`src/sv/blf_pkg.sv`:
```
package blf_pkg;

	localparam int P_WORDS = 18;
	localparam int SBOX_WORDS = 1024;
	localparam int BOXES = 4;
	localparam int BOX_WORDS = SBOX_WORDS / BOXES;
	localparam int ROUNDS = 16;
	localparam int QUEUE_DEPTH = 2;

	localparam int P_AW = $clog2(P_WORDS);
	localparam int S_AW = $clog2(SBOX_WORDS);
	localparam int BOX_AW = $clog2(BOX_WORDS);
	localparam int RND_W = $clog2(ROUNDS);

	typedef logic [31:0] word_t;

	typedef enum logic [1:0] {
		OP_LOAD_P  = 2'd0,
		OP_LOAD_S  = 2'd1,
		OP_EXPAND  = 2'd2,
		OP_DECRYPT = 2'd3
	} op_t;

	typedef enum logic {
		RES_BLOCK  = 1'b0,
		RES_EXPAND = 1'b1
	} res_kind_t;

	typedef struct packed {
		op_t              op;
		logic [S_AW-1:0]  index;
		word_t            a;
		word_t            b;
	} cmd_t;

	typedef struct packed {
		logic   valid;
		cmd_t   cmd;
	} cmd_chan_t;

	typedef enum logic [2:0] {
		ST_IDLE,
		ST_PXOR,
		ST_RND_A,
		ST_RND_B,
		ST_FIN,
		ST_SWR1,
		ST_DONE
	} state_t;

endpackage

```
`src/sv/blf_front.sv`:
```
module blf_front (
	input  logic                     clk,
	input  logic                     arst_n,
	input  logic                     in_valid,
	output logic                     in_ready,
	input  logic [1:0]               in_kind,
	input  logic [blf_pkg::S_AW-1:0] in_index,
	input  blf_pkg::word_t           in_value,
	input  blf_pkg::word_t           in_left,
	input  blf_pkg::word_t           in_right,
	output blf_pkg::cmd_chan_t       head,
	input  logic                     pop
);

	localparam int QPW = $clog2(blf_pkg::QUEUE_DEPTH);

	blf_pkg::cmd_t      q_q [blf_pkg::QUEUE_DEPTH];
	logic [QPW-1:0]     wp_q;
	logic [QPW-1:0]     rp_q;
	logic [QPW:0]       cnt_q;
	blf_pkg::cmd_t      cmd_in;
	logic               accept;
	logic               push;
	logic               drop;

	always_comb begin
		cmd_in.op = blf_pkg::op_t'(in_kind);
		cmd_in.index = in_index;
		cmd_in.a = (cmd_in.op == blf_pkg::OP_DECRYPT) ? in_left : in_value;
		cmd_in.b = in_right;
	end

	// Loads into P beyond its last entry are discarded here.
	assign drop = (cmd_in.op == blf_pkg::OP_LOAD_P) &&
		(in_index >= blf_pkg::S_AW'(blf_pkg::P_WORDS));
	assign in_ready = (cnt_q != (QPW+1)'(blf_pkg::QUEUE_DEPTH));
	assign accept = in_valid && in_ready;
	assign push = accept && !drop;

	assign head.valid = (cnt_q != '0);
	assign head.cmd = q_q[rp_q];

	always_ff @(posedge clk) begin
		if (push) begin
			q_q[wp_q] <= cmd_in;
		end
	end

	always_ff @(posedge clk or negedge arst_n) begin
		if (!arst_n) begin
			wp_q <= '0;
			rp_q <= '0;
			cnt_q <= '0;
		end else begin
			if (push) begin
				wp_q <= wp_q + 1'b1;
			end
			if (pop) begin
				rp_q <= rp_q + 1'b1;
			end
			cnt_q <= cnt_q + (QPW+1)'(push) - (QPW+1)'(pop);
		end
	end

	assert property (@(posedge clk) disable iff (!arst_n) pop |-> cnt_q != '0)
		else $error("queue popped while empty");
	assert property (@(posedge clk) disable iff (!arst_n)
		(push && !pop) |=> cnt_q == $past(cnt_q) + 1'b1)
		else $error("queue count lost a push");

endmodule

```
`config.mk`:
```
export PLATFORM = sky130hd
export DESIGN_NAME = blf_front
export DESIGN_NICKNAME = d
export VERILOG_FILES = /design/src/sv/blf_pkg.sv /design/src/sv/blf_front.sv
export SDC_FILE = /design/constraint.sdc
export NUM_CORES = 1
export LEC_CHECK = 0
export ABC_AREA = 1
export BUFFER_PORTS_ARGS = -buffer_cell sky130_fd_sc_hd__buf_4
export CAP_MARGIN = 20
export CORE_MARGIN = 4
export CORE_UTILIZATION = 51
export CTS_CLUSTER_DIAMETER = 120
export DETAILED_ROUTE_END_ITERATION = 8
export PLACE_DENSITY = 0.79
export SETUP_SLACK_MARGIN = 0.15
export SLEW_MARGIN = 10
export SYNTH_ARGS = -nofsm -noshare
export SYNTH_HDL_FRONTEND = slang
export SYNTH_SLANG_ARGS = --single-unit
```
`constraint.sdc`:
```
create_clock -name clk -period 6.35 [get_ports clk]
set_input_delay 0.3175 -clock clk [delete_from_list [all_inputs] [get_ports clk]]
set_output_delay 0.3175 -clock clk [all_outputs]
set_load 0.03 [all_outputs]
```
After elaboration in Yosys (flattened, before gate mapping)
Memory sizes are Yosys's and may differ from the RTL's. Cells that the tools add are included.

Input bits: 112. Bits in writable memories: 152. Memories: 1. Flip-flop bits (word level): 4.

Memory list: q_q (depth 2, bits a word 76, rd ports 1, clocked after memory_dff 0, write ports 1, RTL line blf_front.sv:17) `blf_pkg::cmd_t q_q [blf_pkg::QUEUE_DEPTH];`.

Magnitude comparators: 1. Reductions and logical operators: 6. Mux-type cells: 3. Equality and inequality tests: 2. $add $sub $neg: 4.

Operators by type and width (count): $mux W32 (1); $ge A10 B5 Y1 const B (1); $logic_and A1 B1 Y1 (3); $add A1 B1 Y1 const B (2); $add A2 B1 Y2 (1); $eq A2 B2 Y1 const B (1); $logic_not A2 Y1 (1); $mux W1 (2); $ne A2 B2 Y1 const B (1); $reduce_bool A2 Y1 (1); $sub A2 B1 Y2 (1); $logic_not A1 Y1 (1).

Depth between registers and ports, before layout
Gate-level depths: netlist of run 1.

Depth in word-level cells: 6. Mapped depth: 10.

Worst setup path before layout of run 1
OpenSTA, ideal clock, no wires.

Kind: reg-to-reg. Start: register cnt_q[1]. End: memory q_q[1][0] (netlist name), enable pin. Cell stages (with the launch flop): 4. Period minus slack after synthesis: 4.415 ns. Setup time: 0.511 ns. Arrival time: 3.904 ns. Path buffers: 0. Data required time: 5.839 ns. Path slack: 1.935 ns. Path through: dfrtp_1 a21boi_0 nand2_1 nor2_1.

Word-level cells in the longest chain between the ends: 5.

RTL lines: start, declared (RTL line blf_front.sv:20) `logic [QPW:0] cnt_q;`; start signal, assigned (RTL line blf_front.sv:61) `cnt_q <= cnt_q + (QPW+1)'(push) - (QPW+1)'(pop);`; $ne A2 B2 Y1 (RTL line blf_front.sv:36) `assign in_ready = (cnt_q != (QPW+1)'(blf_pkg::QUEUE_DEPTH));`; $logic_and A1 B1 Y1 (RTL line blf_front.sv:37) `assign accept = in_valid && in_ready;`; $logic_and A1 B1 Y1 (RTL line blf_front.sv:38) `assign push = accept && !drop;`; $mux W1 (RTL line blf_front.sv:44) `if (push) begin`; $mux W1 (implied by the code) (RTL line blf_front.sv:45) `q_q[wp_q] <= cmd_in;`; end, declared (RTL line blf_front.sv:17).

Every way passes these cells.

Final worst setup path of run 1
Start: register cnt_q[1]. End: memory q_q[1][7] (netlist name), enable pin.

The elaborated chain is that of the path after synthesis.

==> results of run 1 <==
==> Yosys cell counts (all sizes together) <==
cell type / instances / area (µm²)
mux2: 108 / 1330
dfrtp: 4 / 100
edfxtp: 152 / 4560
buf: 12 / 110
nor2: 5 / 18.8
inv: 8 / 30.0
nand3: 1 / 5.00
nand2: 11 / 41.3
xnor2: 2 / 17.5
a21boi: 1 / 7.51
ha: 2 / 25.0
or2: 1 / 6.26
xor2: 1 / 8.76
==> cell families after synthesis <==
kind of cell | after synthesis
AOI/OAI and AO/OA | 1
xor gates and xnor gates | 3
adders and majority gates | 2
buffers and inverters | 20
DFF | 156
muxes | 108
and+or+nand+nor | 18
==> per-layer routing <==
metal	global-route usage [%]	routed length (µm)	vias to the layer above
met5	0	0	-
met4	7.60	296	0
met3	4.80	684	20
met2	31.0	6520	113
met1	19.8	4590	1615
li1	-	-	1601
==> how the worst max path moves through the flow <==
| stage | start | endpoint | cells past startpoint |
|---|---|---|---|
| 6_report | cnt_q[1] | q_q[1][7] | 5 |
| 5_1_grt | cnt_q[1] | q_q[1][7] | 5 |
| 4_1_cts | cnt_q[1] | q_q[1][7] | 4 |
| 3_5_place_dp | in_index[7] | q_q[1][1] | 9 |
| 3_3_place_gp | in_index[7] | q_q[1][1] | 9 |
| 2_1_floorplan | cnt_q[1] | q_q[1][0] | 3 |
==> registers in the layout, indices dropped and copies added, names as in the netlist <==
name,cells
cnt_q,2
wp_q,1
rp_q,1
q_q,152
==> per-stage QoR <==
step	total power, µW	cells	instance area, µm²	hold WS (ns)	util [%]
floorplan	2420	308	6260	0.0219	-
global placement	2840	635	7790	0.117	64.9
detailed placement	2870	636	7820	0.121	65.1
CTS	3850	669	8410	0.0767	70.0
global route	3980	670	8430	0.0727	70.2
finish	3810	670	8430	0.0945	70.2
==> where the power goes <==
part	switching, µW	internal [µW]
Combinational	794	615
Sequential	82.3	1350
Clock	361	609
==> area by class of cell <==
class | instances | area share, %
sequential | 156 | 55.4
tap | 147 | 2.18
inverter | 8 | 0.371
clock inverter | 7 | 1.08
clock buffer | 25 | 5.76
multi-input combinational | 132 | 17.4
timing repair buffer | 195 | 17.9
==> worst register-to-register path: cells and delay by family (launching register included) <==
kind                   cells  cell delay, ns
AOI/OAI and AO/OA          1            0.32
buffers and inverters      2            0.73
DFF                        1            0.42
and+or+nand+nor            2            0.69
==> timing repair <==
action                    in CTS  in global routing
hold endpoints to repair       4                  0
setup buffers                  0                  0
gates resized for setup        0                  0
hold buffers                   1                  0
==> summary.log, run 1 <==
qor: outcome.run_status finished clean
qor: synthesis.synth_nets 422
qor: worst_hold_path.hp-class primary input to flop
qor: grt.globalRouteTotalUtil 17.5%
qor: route.totalWireLength 12100 µm
qor: timing.fmaxAchievable 396 MHz
qor: floorplan.dieWidth 119 µm
qor: grt.antenna_found_initial 0
qor: power.powerDensity 452 mW/mm²
qor: timing.slew_headroom 56.9%
qor: worst_hold_path.hold_start in_right[2]
qor: route.detailedRoute.firstPassIterationCount 4
qor: power.total_leakage_power 0.00334 µW
qor: cts.cts_buffers 17
qor: timing.timing.clock.skew 0.00739 ns
qor: synthesis.netlist_area 0.00626 mm²
qor: cts.htree_levels 4
qor: cts.cts-root-buf clkbuf_16
qor: place.place.port_buffers 189
qor: synthesis.synth_seq_cells 156
qor: synthesis.synth_compound_gate_area_share 0.120%
qor: grt.grt_max_degree 51
qor: synthesis.netlist_instances 308
qor: timing.setup_repair_after_global_routing_missed_its_margin false
qor: finish.antennaDiodeCount 0
qor: finish.multiInputGateArea 0.00147 mm²
qor: worst_setup_path.timing.critical_path.buf_inv 2
qor: worst_setup_path.crit_path_max_incr_delay 0.50 ns
qor: place.gpl.final_weighted_congestion 0.739
qor: power.vdd_ir_drop_max 244 µV
qor: grt.grt_pass1_wl 18800 µm
qor: synthesis.synth.mux.area_fraction 21.2%
qor: synthesis.share_of_the_synthesized_netlist_area_taken_by_xor_and_xnor_gates 0.419%
qor: grt.total_grt_overflow 0
qor: grt.number_of_global_route_vias_before_repair 3618
qor: route.drc_errors_left 0
qor: timing.final.setup.tns 0 ns
qor: place.placement.setup.worst_slack 3.40 ns
qor: worst_setup_path.critical_path_class flop to flop
qor: worst_setup_path.critPathSlowestCell nor2_4
qor: synthesis.post_synth_fa_ha_maj_area_fraction 0.400%
qor: finish.layout-area-overhead-vs-synth 34.6%
qor: cts.clock_sinks 156
qor: timing.min_period 2.53 ns
qor: route.route.antenna.remaining_nets 0
qor: floorplan.floorplan.core_area 0.0120 mm²
qor: worst_setup_path.rr_worst_depth 5
qor: finish.finish.net_count 624
qor: floorplan.num_io_pins 190
qor: synthesis.post_synth_num_cell_types 17
qor: finish.most-common-layout-cells buf_4 (192), edfxtp_1 (152), mux2_2 (78)
qor: worst_setup_path.critical-path-top-delay-family buffers and inverters
qor: worst_setup_path.crit_path_cell_trace a21boi_0 -> nand2_1 -> nor2_4 -> buf_16 -> buf_4
qor: timing.postLayoutSetupSlackWorst 3.82 ns
qor: worst_setup_path.regToRegStartpoint cnt_q[1]
qor: synthesis.main_combinational_cell_family_by_area_after_synthesis multiplexers
qor: synthesis.mean_cell_area_of_the_mapped_netlist 20.3 µm²
qor: finish.drive_gt1_share 63.7%
qor: worst_setup_path.worstReg2RegEnd q_q[1][7]
qor: worst_setup_path.path_max_fanout 41
qor: finish.ff_latch_area 0.00467 mm²
qor: floorplan.floorplan.die_area 0.0141 mm²
qor: synthesis.synth_sequential_area_ratio 74.5%
qor: worst_setup_path.critPathRequiredTime 6.39 ns
qor: cts.cts_tree done
qor: timing.worstMarginPinSlew 0.645 ns
qor: run.drv.max_cap_violation_count 0
qor: finish.num-fill-cells 776
qor: finish.final_common_cell buf_4
qor: timing.final-setup-viol-count 0
qor: floorplan.initial_core_utilization 52.1%
qor: worst_setup_path.worst-endpoint-arrival 2.57 ns
qor: worst_hold_path.timing.hold.worst_path_depth 1
qor: synthesis.ys.warnings.count 0
qor: floorplan.num_rows 40
qor: route.detail_route.iter0.violations 102
qor: place.hpwl 8450 µm
qor: cts.clock_insertion_delay_worst_skew 0.41 ns
qor: route.wl_per_cell 18.0 µm
qor: cts.path_clk_slew 0.06 ns
qor: worst_setup_path.setup.worst_path.end_class flop
qor: floorplan.die_h 119 µm
qor: timing.final.period_utilization 39.8%
qor: route.vias_per_cell 5.00
qor: timing.final_hold_vio_count 0
qor: worst_setup_path.worst_setup_path_start_kind flop
qor: route.vias 3349
qor: worst_hold_path.whs_endpoint q_q[1][2]
qor: timing.slew_viol_final 0
qor: worst_setup_path.r2r_setup_slack 3.82 ns
qor: synthesis.synthSimpleGateAreaFrac 1.14%
qor: cts.maximum_clock_insertion_buffer_count 2
Power figures use the tool's default switching activity.
==> inputs of run 2 (changes only) <==
--- a/config.mk
+++ b/config.mk
@@ -9,10 +9,10 @@
 export BUFFER_PORTS_ARGS = -buffer_cell sky130_fd_sc_hd__buf_4
 export CAP_MARGIN = 20
 export CORE_MARGIN = 4
-export CORE_UTILIZATION = 51
+export CORE_UTILIZATION = 46
 export CTS_CLUSTER_DIAMETER = 120
 export DETAILED_ROUTE_END_ITERATION = 8
-export PLACE_DENSITY = 0.79
+export PLACE_DENSITY = 0.76
 export SETUP_SLACK_MARGIN = 0.15
 export SLEW_MARGIN = 10
 export SYNTH_ARGS = -nofsm -noshare
==> constraint.sdc (replaced) <==
create_clock -name clk -period 2.1 [get_ports clk]
set_input_delay 0.105 -clock clk [delete_from_list [all_inputs] [get_ports clk]]
set_output_delay 0.105 -clock clk [all_outputs]
set_load 0.03 [all_outputs]
==> summary.log, run 2 (synthesized netlist as in run 1, its figures left out) <==
qor: outcome.run_status finished clean
qor: finish.layout-area-overhead-vs-synth 45.1%
qor: grt.globalRouteTotalUtil 16.2% [-1.3 points]
qor: worst_hold_path.timing.hold.worst_path_depth 2 [+1]
qor: cts.cts-root-buf clkbuf_16
qor: finish.number_of_flip_flops_in_the_largest_register 152 [unchanged]
qor: floorplan.initial_core_utilization 47.1% [-5.0 points]
qor: route.detail_route.iter0.violations 152 [+49%]
qor: worst_setup_path.worst_setup_path_start_kind flop
qor: worst_hold_path.whs_endpoint q_q[0][54]
qor: finish.reg.largest.list q_q (152), cnt_q (2)
qor: route.drc_errors_left 0 [unchanged]
qor: timing.slew_viol_final 0 [unchanged]
qor: finish.regMostFlops q_q
qor: finish.final_common_cell buf_4
qor: place.gpl.final_weighted_congestion 0.732 [-1.1%]
qor: cts.htree_levels 4 [unchanged]
qor: worst_setup_path.r2r_setup_slack 0.56 ns [-3.26 ns]
qor: cts.clock_sinks 156 [unchanged]
qor: timing.final-setup-viol-count 0 [unchanged]
qor: worst_setup_path.setup.worst_path.end_class output pin
qor: grt.total_grt_overflow 0 [unchanged]
qor: cts.clock_insertion_delay_worst_skew 0.41 ns [about the same]
qor: floorplan.floorplan.die_area 0.0155 mm² [+10%]
qor: timing.final.setup.tns 0 ns [unchanged]
qor: timing.setup_repair_after_global_routing_missed_its_margin false
qor: worst_hold_path.hp-class primary input to flop
qor: power.vdd_ir_drop_max 815 µV [+230%]
qor: floorplan.num_io_pins 190 [unchanged]
qor: worst_hold_path.hold_start in_value[22]
qor: place.hpwl 8680 µm [+2.7%]
qor: timing.min_period 1.80 ns
qor: finish.layout.core_utilization 68.4% [-1.9 points]
qor: finish.most-common-layout-cells buf_4 (195), edfxtp_1 (152), mux2_2 (78)
qor: finish.antennaDiodeCount 0 [unchanged]
qor: cts.path_clk_slew 0.06 ns [about the same]
qor: timing.final_hold_vio_count 0 [unchanged]
qor: place.place.port_buffers 189 [unchanged]
qor: cts.maximum_clock_insertion_buffer_count 2 [unchanged]
qor: power.total_leakage_power 0.00360 µW [+7.8%]
qor: power.powerDensity 1330 mW/mm² [+190%]
qor: timing.worstMarginPinSlew 0.420 ns [-0.226 ns]
qor: worst_setup_path.rr_worst_depth 5 [unchanged]
qor: grt.number_of_global_route_vias_before_repair 3889 [+7.5%]
qor: run.drv.max_cap_violation_count 0 [unchanged]
qor: worst_setup_path.worst-endpoint-arrival 1.70 ns [-0.87 ns]
qor: route.vias_per_cell 4.75 [-5.1%]
qor: floorplan.dieWidth 125 µm [+4.9%]
qor: route.wl_per_cell 17.0 µm [-5.6%]
qor: timing.slew_headroom 72.0% [+15 points]
qor: worst_setup_path.regToRegStartpoint cnt_q[0]
qor: worst_setup_path.worstReg2RegEnd q_q[1][44]
qor: timing.fmaxAchievable 554 MHz
qor: grt.antenna_found_initial 0 [unchanged]
qor: timing.timing.clock.skew 0.00950 ns [+0.00210 ns]
qor: floorplan.die_h 125 µm [+4.9%]
qor: finish.drive_gt1_share 59.3% [-4.4 points]
qor: route.totalWireLength 12800 µm [+6.1%]
qor: route.route.antenna.remaining_nets 0 [unchanged]
qor: route.detailedRoute.firstPassIterationCount 4 [unchanged]
qor: cts.cts_buffers 17 [unchanged]
qor: worst_setup_path.critPathRequiredTime 2.00 ns [-4.39 ns]
qor: grt.grt_max_degree 41 [-20%]
qor: finish.finish.net_count 678 [+8.7%]
qor: floorplan.num_rows 42 [+5.0%]
qor: floorplan.floorplan.core_area 0.0133 mm² [+11%]
qor: route.vias 3573 [+6.7%]
qor: worst_setup_path.path_max_fanout 26 [-37%]
qor: cts.cts_tree done
qor: worst_setup_path.critical_path_class flop to output pin
qor: timing.final.period_utilization 85.9%
qor: grt.grt_pass1_wl 19500 µm [+3.7%]
==> run 2: changes by cell type in the layout (fill, tap and decap cells not counted), sizes merged <==
| cell | previous run | this run |
|---|---|---|
| clkinv | 5 | 2 |
| bufinv | 2 | 4 |
| dlygate4sd3 | 1 | 47 |
| buf | 194 | 202 |
| clkinvlp | 1 | 2 |
==> run 2: routing by layer <==
metal | part of all wire [%] | GRT usage [%] | routed length, µm
met5 | 0 | 0 | 0
met4 | 2.9 | 7.41 | 378
met3 | 4.9 | 4.33 | 632
met2 | 56 | 30.7 | 7240
met1 | 36 | 16.4 | 4570
==> run 2: layout make-up <==
cell class,count,area [µm²]
Fill cell,871,4210
Clock buffer,25,495
Tap cell,176,220
Multi-Input combinational cell,132,1470
Inverter,8,33.8
Clock inverter,7,138
Timing Repair Buffer,249,2070
Sequential cell,156,4670
==> run 2: per-stage QoR <==
stage          instances  power [µW]  setup slack [ns]  hold slack, ns  area (µm²)
3_5_place_dp         669        8820             0.335         -0.0931        7940
3_3_place_gp         669        8740             0.341         -0.0972        7940
2_1_floorplan        308        7300            -0.159          -0.191        6270
5_1_grt              753       12500             0.203         0.00328        9090
6_report             753       12000             0.295          0.0151        9090
4_1_cts              749       12100             0.164        0.000913        9060
==> run 2: what timing repair did <==
action | CTS | global route
endpoints found under the hold margin | 95 | 0
buffers inserted | 1 | 4
resized for setup | 0 | 0
hold buffers | 47 | 0
endpoints found under the setup margin | 53 | 68
==> run 2: critical path: stages, from the launching register on <==
cell and delay (ns):
dfrtp_4 0.50, buf_12 0.24, mux2_2 0.37, buf_4 0.18
==> run 2: worst max-delay path by stage <==
stage / startpoint / endpoint / slack, ns / cells after the start
final: rp_q / head[72] / 0.30 / 3
after global routing: in_index[6] / q_q[1][44] / 0.20 / 10
after CTS: rp_q / head[73] / 0.16 / 3
after detailed placement: in_index[7] / q_q[0][28] / 0.34 / 9
after global placement: in_index[7] / q_q[0][62] / 0.34 / 9
after floorplan: cnt_q[0] / q_q[1][0] / -0.16 / 4
==> run 2: report_power, final <==
group / total [µW] / switching, µW / internal (µW)
logic: 4590 / 2550 / 2040
clock network: 3190 / 1080 / 2110
registers: 4260 / 167 / 4090
total: 12000 / 3800 / 8240
==> inputs of run 3 (changes only) <==
--- a/config.mk
+++ b/config.mk
@@ -8,11 +8,12 @@
 export ABC_AREA = 1
 export BUFFER_PORTS_ARGS = -buffer_cell sky130_fd_sc_hd__buf_4
 export CAP_MARGIN = 20
+export CORE_ASPECT_RATIO = 0.6
 export CORE_MARGIN = 4
-export CORE_UTILIZATION = 46
+export CORE_UTILIZATION = 51
 export CTS_CLUSTER_DIAMETER = 120
 export DETAILED_ROUTE_END_ITERATION = 8
-export PLACE_DENSITY = 0.76
+export PLACE_DENSITY = 0.79
 export SETUP_SLACK_MARGIN = 0.15
 export SLEW_MARGIN = 10
 export SYNTH_ARGS = -nofsm -noshare
==> constraint.sdc (replaced) <==
create_clock -name clk -period 1.8 [get_ports clk]
set_input_delay 0.09 -clock clk [delete_from_list [all_inputs] [get_ports clk]]
set_output_delay 0.09 -clock clk [all_outputs]
set_load 0.03 [all_outputs]
==> summary.log, run 3 (synthesized netlist as in run 1, its figures left out) <==
qor: floorplan.num_io_pins 190 [unchanged]
qor: timing.slew_headroom 82.7% [+11 points]
qor: route.vias 3832 [+7.2%]
qor: finish.number_of_flip_flops_in_the_largest_register 152 [unchanged]
qor: power.seqPwrFrac 32.2% [-3.1 points]
qor: cts.cts_buffers 17 [unchanged]
qor: finish.reg.largest.list q_q (152), cnt_q (2)
qor: cts.path_clk_slew 0.06 ns [about the same]
qor: finish.most-common-layout-cells edfxtp_1 (152), buf_4 (112), buf_6 (89)
qor: worst_setup_path.setup.worst_path.end_class output pin
qor: power.design_power_total 15400 µW [+28%]
qor: route.detail_route.iter0.violations 209 [+38%]
qor: worst_setup_path.path_max_fanout 7 [-73%]
qor: worst_setup_path.worst_setup_path_start_kind flop
qor: floorplan.die_h 93.8 µm [-25%]
qor: finish.multiInputGateArea 0.00165 mm² [+12%]
qor: finish.final_common_cell edfxtp_1
qor: timing.min_period 1.78 ns
qor: timing.timing.clock.skew 0.00737 ns [-0.00212 ns]
qor: finish.num-fill-cells 576 [-34%]
qor: run.drv.max_cap_violation_count 0 [unchanged]
qor: power.total_leakage_power 0.00414 µW [+15%]
qor: grt.total_grt_overflow 0 [unchanged]
qor: cts.cts-root-buf clkbuf_16
qor: finish.regMostFlops q_q
qor: timing.fmaxAchievable 561 MHz
qor: power.powerDensity 1530 mW/mm² [+16%]
qor: worst_setup_path.r2r_setup_slack 0.18 ns [-0.38 ns]
qor: outcome.run_status finished clean
qor: floorplan.num_rows 31 [-26%]
qor: worst_setup_path.worst-endpoint-arrival 1.69 ns [about the same]
qor: timing.holdWs 0.0106 ns [-0.00449 ns]
qor: route.wl_per_cell 20.2 µm [+19%]
qor: route.detailedRoute.firstPassIterationCount 4 [unchanged]
qor: floorplan.floorplan.die_area 0.0142 mm² [-8.8%]
qor: grt.antenna_found_initial 1 [+1]
qor: timing.slew_viol_final 0 [unchanged]
qor: timing.worstMarginPinSlew 0.259 ns [-0.161 ns]
qor: cts.clock_sinks 156 [unchanged]
qor: finish.ff_latch_area 0.00467 mm² [unchanged]
qor: finish.drive_gt1_share 60.8% [+1.5 points]
qor: place.place.port_buffers 189 [unchanged]
qor: worst_hold_path.hold_start in_value[9]
qor: place.placed_cell_area 0.00792 mm² [-0.27%]
qor: place.gpl.final_weighted_congestion 0.746 [+1.9%]
qor: floorplan.initial_core_utilization 52.1% [+5.0 points]
qor: timing.final-setup-viol-count 0 [unchanged]
qor: grt.grt_pass1_wl 21000 µm [+7.6%]
qor: power.intPower 10300 µW [+24%]
qor: cts.clock_insertion_delay_worst_skew 0.40 ns [about the same]
qor: grt.number_of_global_route_vias_before_repair 3996 [+2.8%]
qor: place.hpwl 8780 µm [+1.1%]
qor: worst_setup_path.critPathRequiredTime 1.71 ns [-0.29 ns]
qor: power.vdd_ir_drop_max 908 µV [+11%]
qor: timing.final.setup.tns 0 ns [unchanged]
qor: timing.final_hold_vio_count 0 [unchanged]
qor: power.clock_power_share 21.0% [-5.5 points]
qor: worst_setup_path.worstSetupStartpoint rp_q
qor: cts.maximum_clock_insertion_buffer_count 2 [unchanged]
qor: floorplan.floorplan.core_area 0.0120 mm² [-9.6%]
qor: finish.stdcell_area 0.0101 mm² [+11%]
qor: timing.setup_repair_after_global_routing_missed_its_margin true
qor: route.vias_per_cell 4.93 [+3.8%]
qor: finish.layout-area-overhead-vs-synth 60.5%
qor: route.route.antenna.remaining_nets 0 [unchanged]
qor: power.swShare 33.5% [+2.0 points]
qor: worst_setup_path.regToRegStartpoint cnt_q[0]
qor: power.p_switching 5170 µW [+36%]
qor: route.totalWireLength 15700 µm [+23%]
qor: cts.cts_tree done
qor: route.drc_errors_left 0 [unchanged]
qor: grt.globalRouteTotalUtil 19.9% [+3.7 points]
qor: finish.finish.net_count 713 [+5.2%]
qor: floorplan.dieWidth 151 µm [+21%]
qor: cts.htree_levels 4 [unchanged]
qor: power.power.share.combinational 46.8% [+8.7 points]
qor: worst_setup_path.critical_path_class flop to output pin
qor: grt.grt_max_degree 51 [+24%]
qor: timing.final.period_utilization 99.0%
qor: worst_hold_path.hp-class primary input to flop
qor: finish.layout.core_utilization 83.6% [+15 points]
## run 3: worst max-delay path, cell delays in order (launching register included)
cell       delay (ns)
dfrtp_4          0.50
buf_12           0.16
clkbuf_16        0.17
mux2_4           0.31
buf_6            0.14
## run 3: layer usage
layer  vias up  GRT usage [%]  part of all wire (%)
met4         0           6.86                   1.2
met3        14           5.54                   7.2
li1       1786              -                     -
met5         -              0                     0
met2       151           33.4                    49
met1      1881           25.2                    42
## run 3: layout make-up
cell class                 instances  share of cell area [%]
tap                              165                    2.05
inverter                           8                   0.336
multi-input combinational        132                    16.4
sequential                       156                    46.4
clock buffer                      19                    4.31
timing repair buffer             284                    29.4
clock inverter                    13                    1.08
antenna                            1                  0.0249
## run 3: path summary, 6_finish.rpt
check / endpoint / cells after the start
max: head[37] / 4
min: q_q[0][41] / 2
max reg2reg: q_q[1][10] / 6
min reg2reg: wp_q / 2
max in group asynchronous: rp_q / 2
min in group asynchronous: cnt_q[1] / 2
## run 3: power groups by stage
stage	combinational (µW)	sequential, µW	clock (µW)
4_1_cts	6110	4980	3290
6_report	7220	4970	3240
3_5_place_dp	5220	5020	0
2_1_floorplan	3550	4970	0
3_3_place_gp	5180	4970	0
5_1_grt	7500	5020	3470
## run 3: timing repair
action	in CTS	in global routing
pin swaps	1	4
endpoints found under the setup margin	80	204
hold endpoints to repair	112	0
hold buffers	63	0
setup buffers	0	8
resized for setup	87	59
cloned	2	15
## run 3: metrics by stage
step                instances  setup slack, ns
finish                    778           0.0186
global placement          657            0.249
global route              778          -0.0128
detailed placement        657            0.165
floorplan                 308           -0.459
CTS                       754         -0.00702
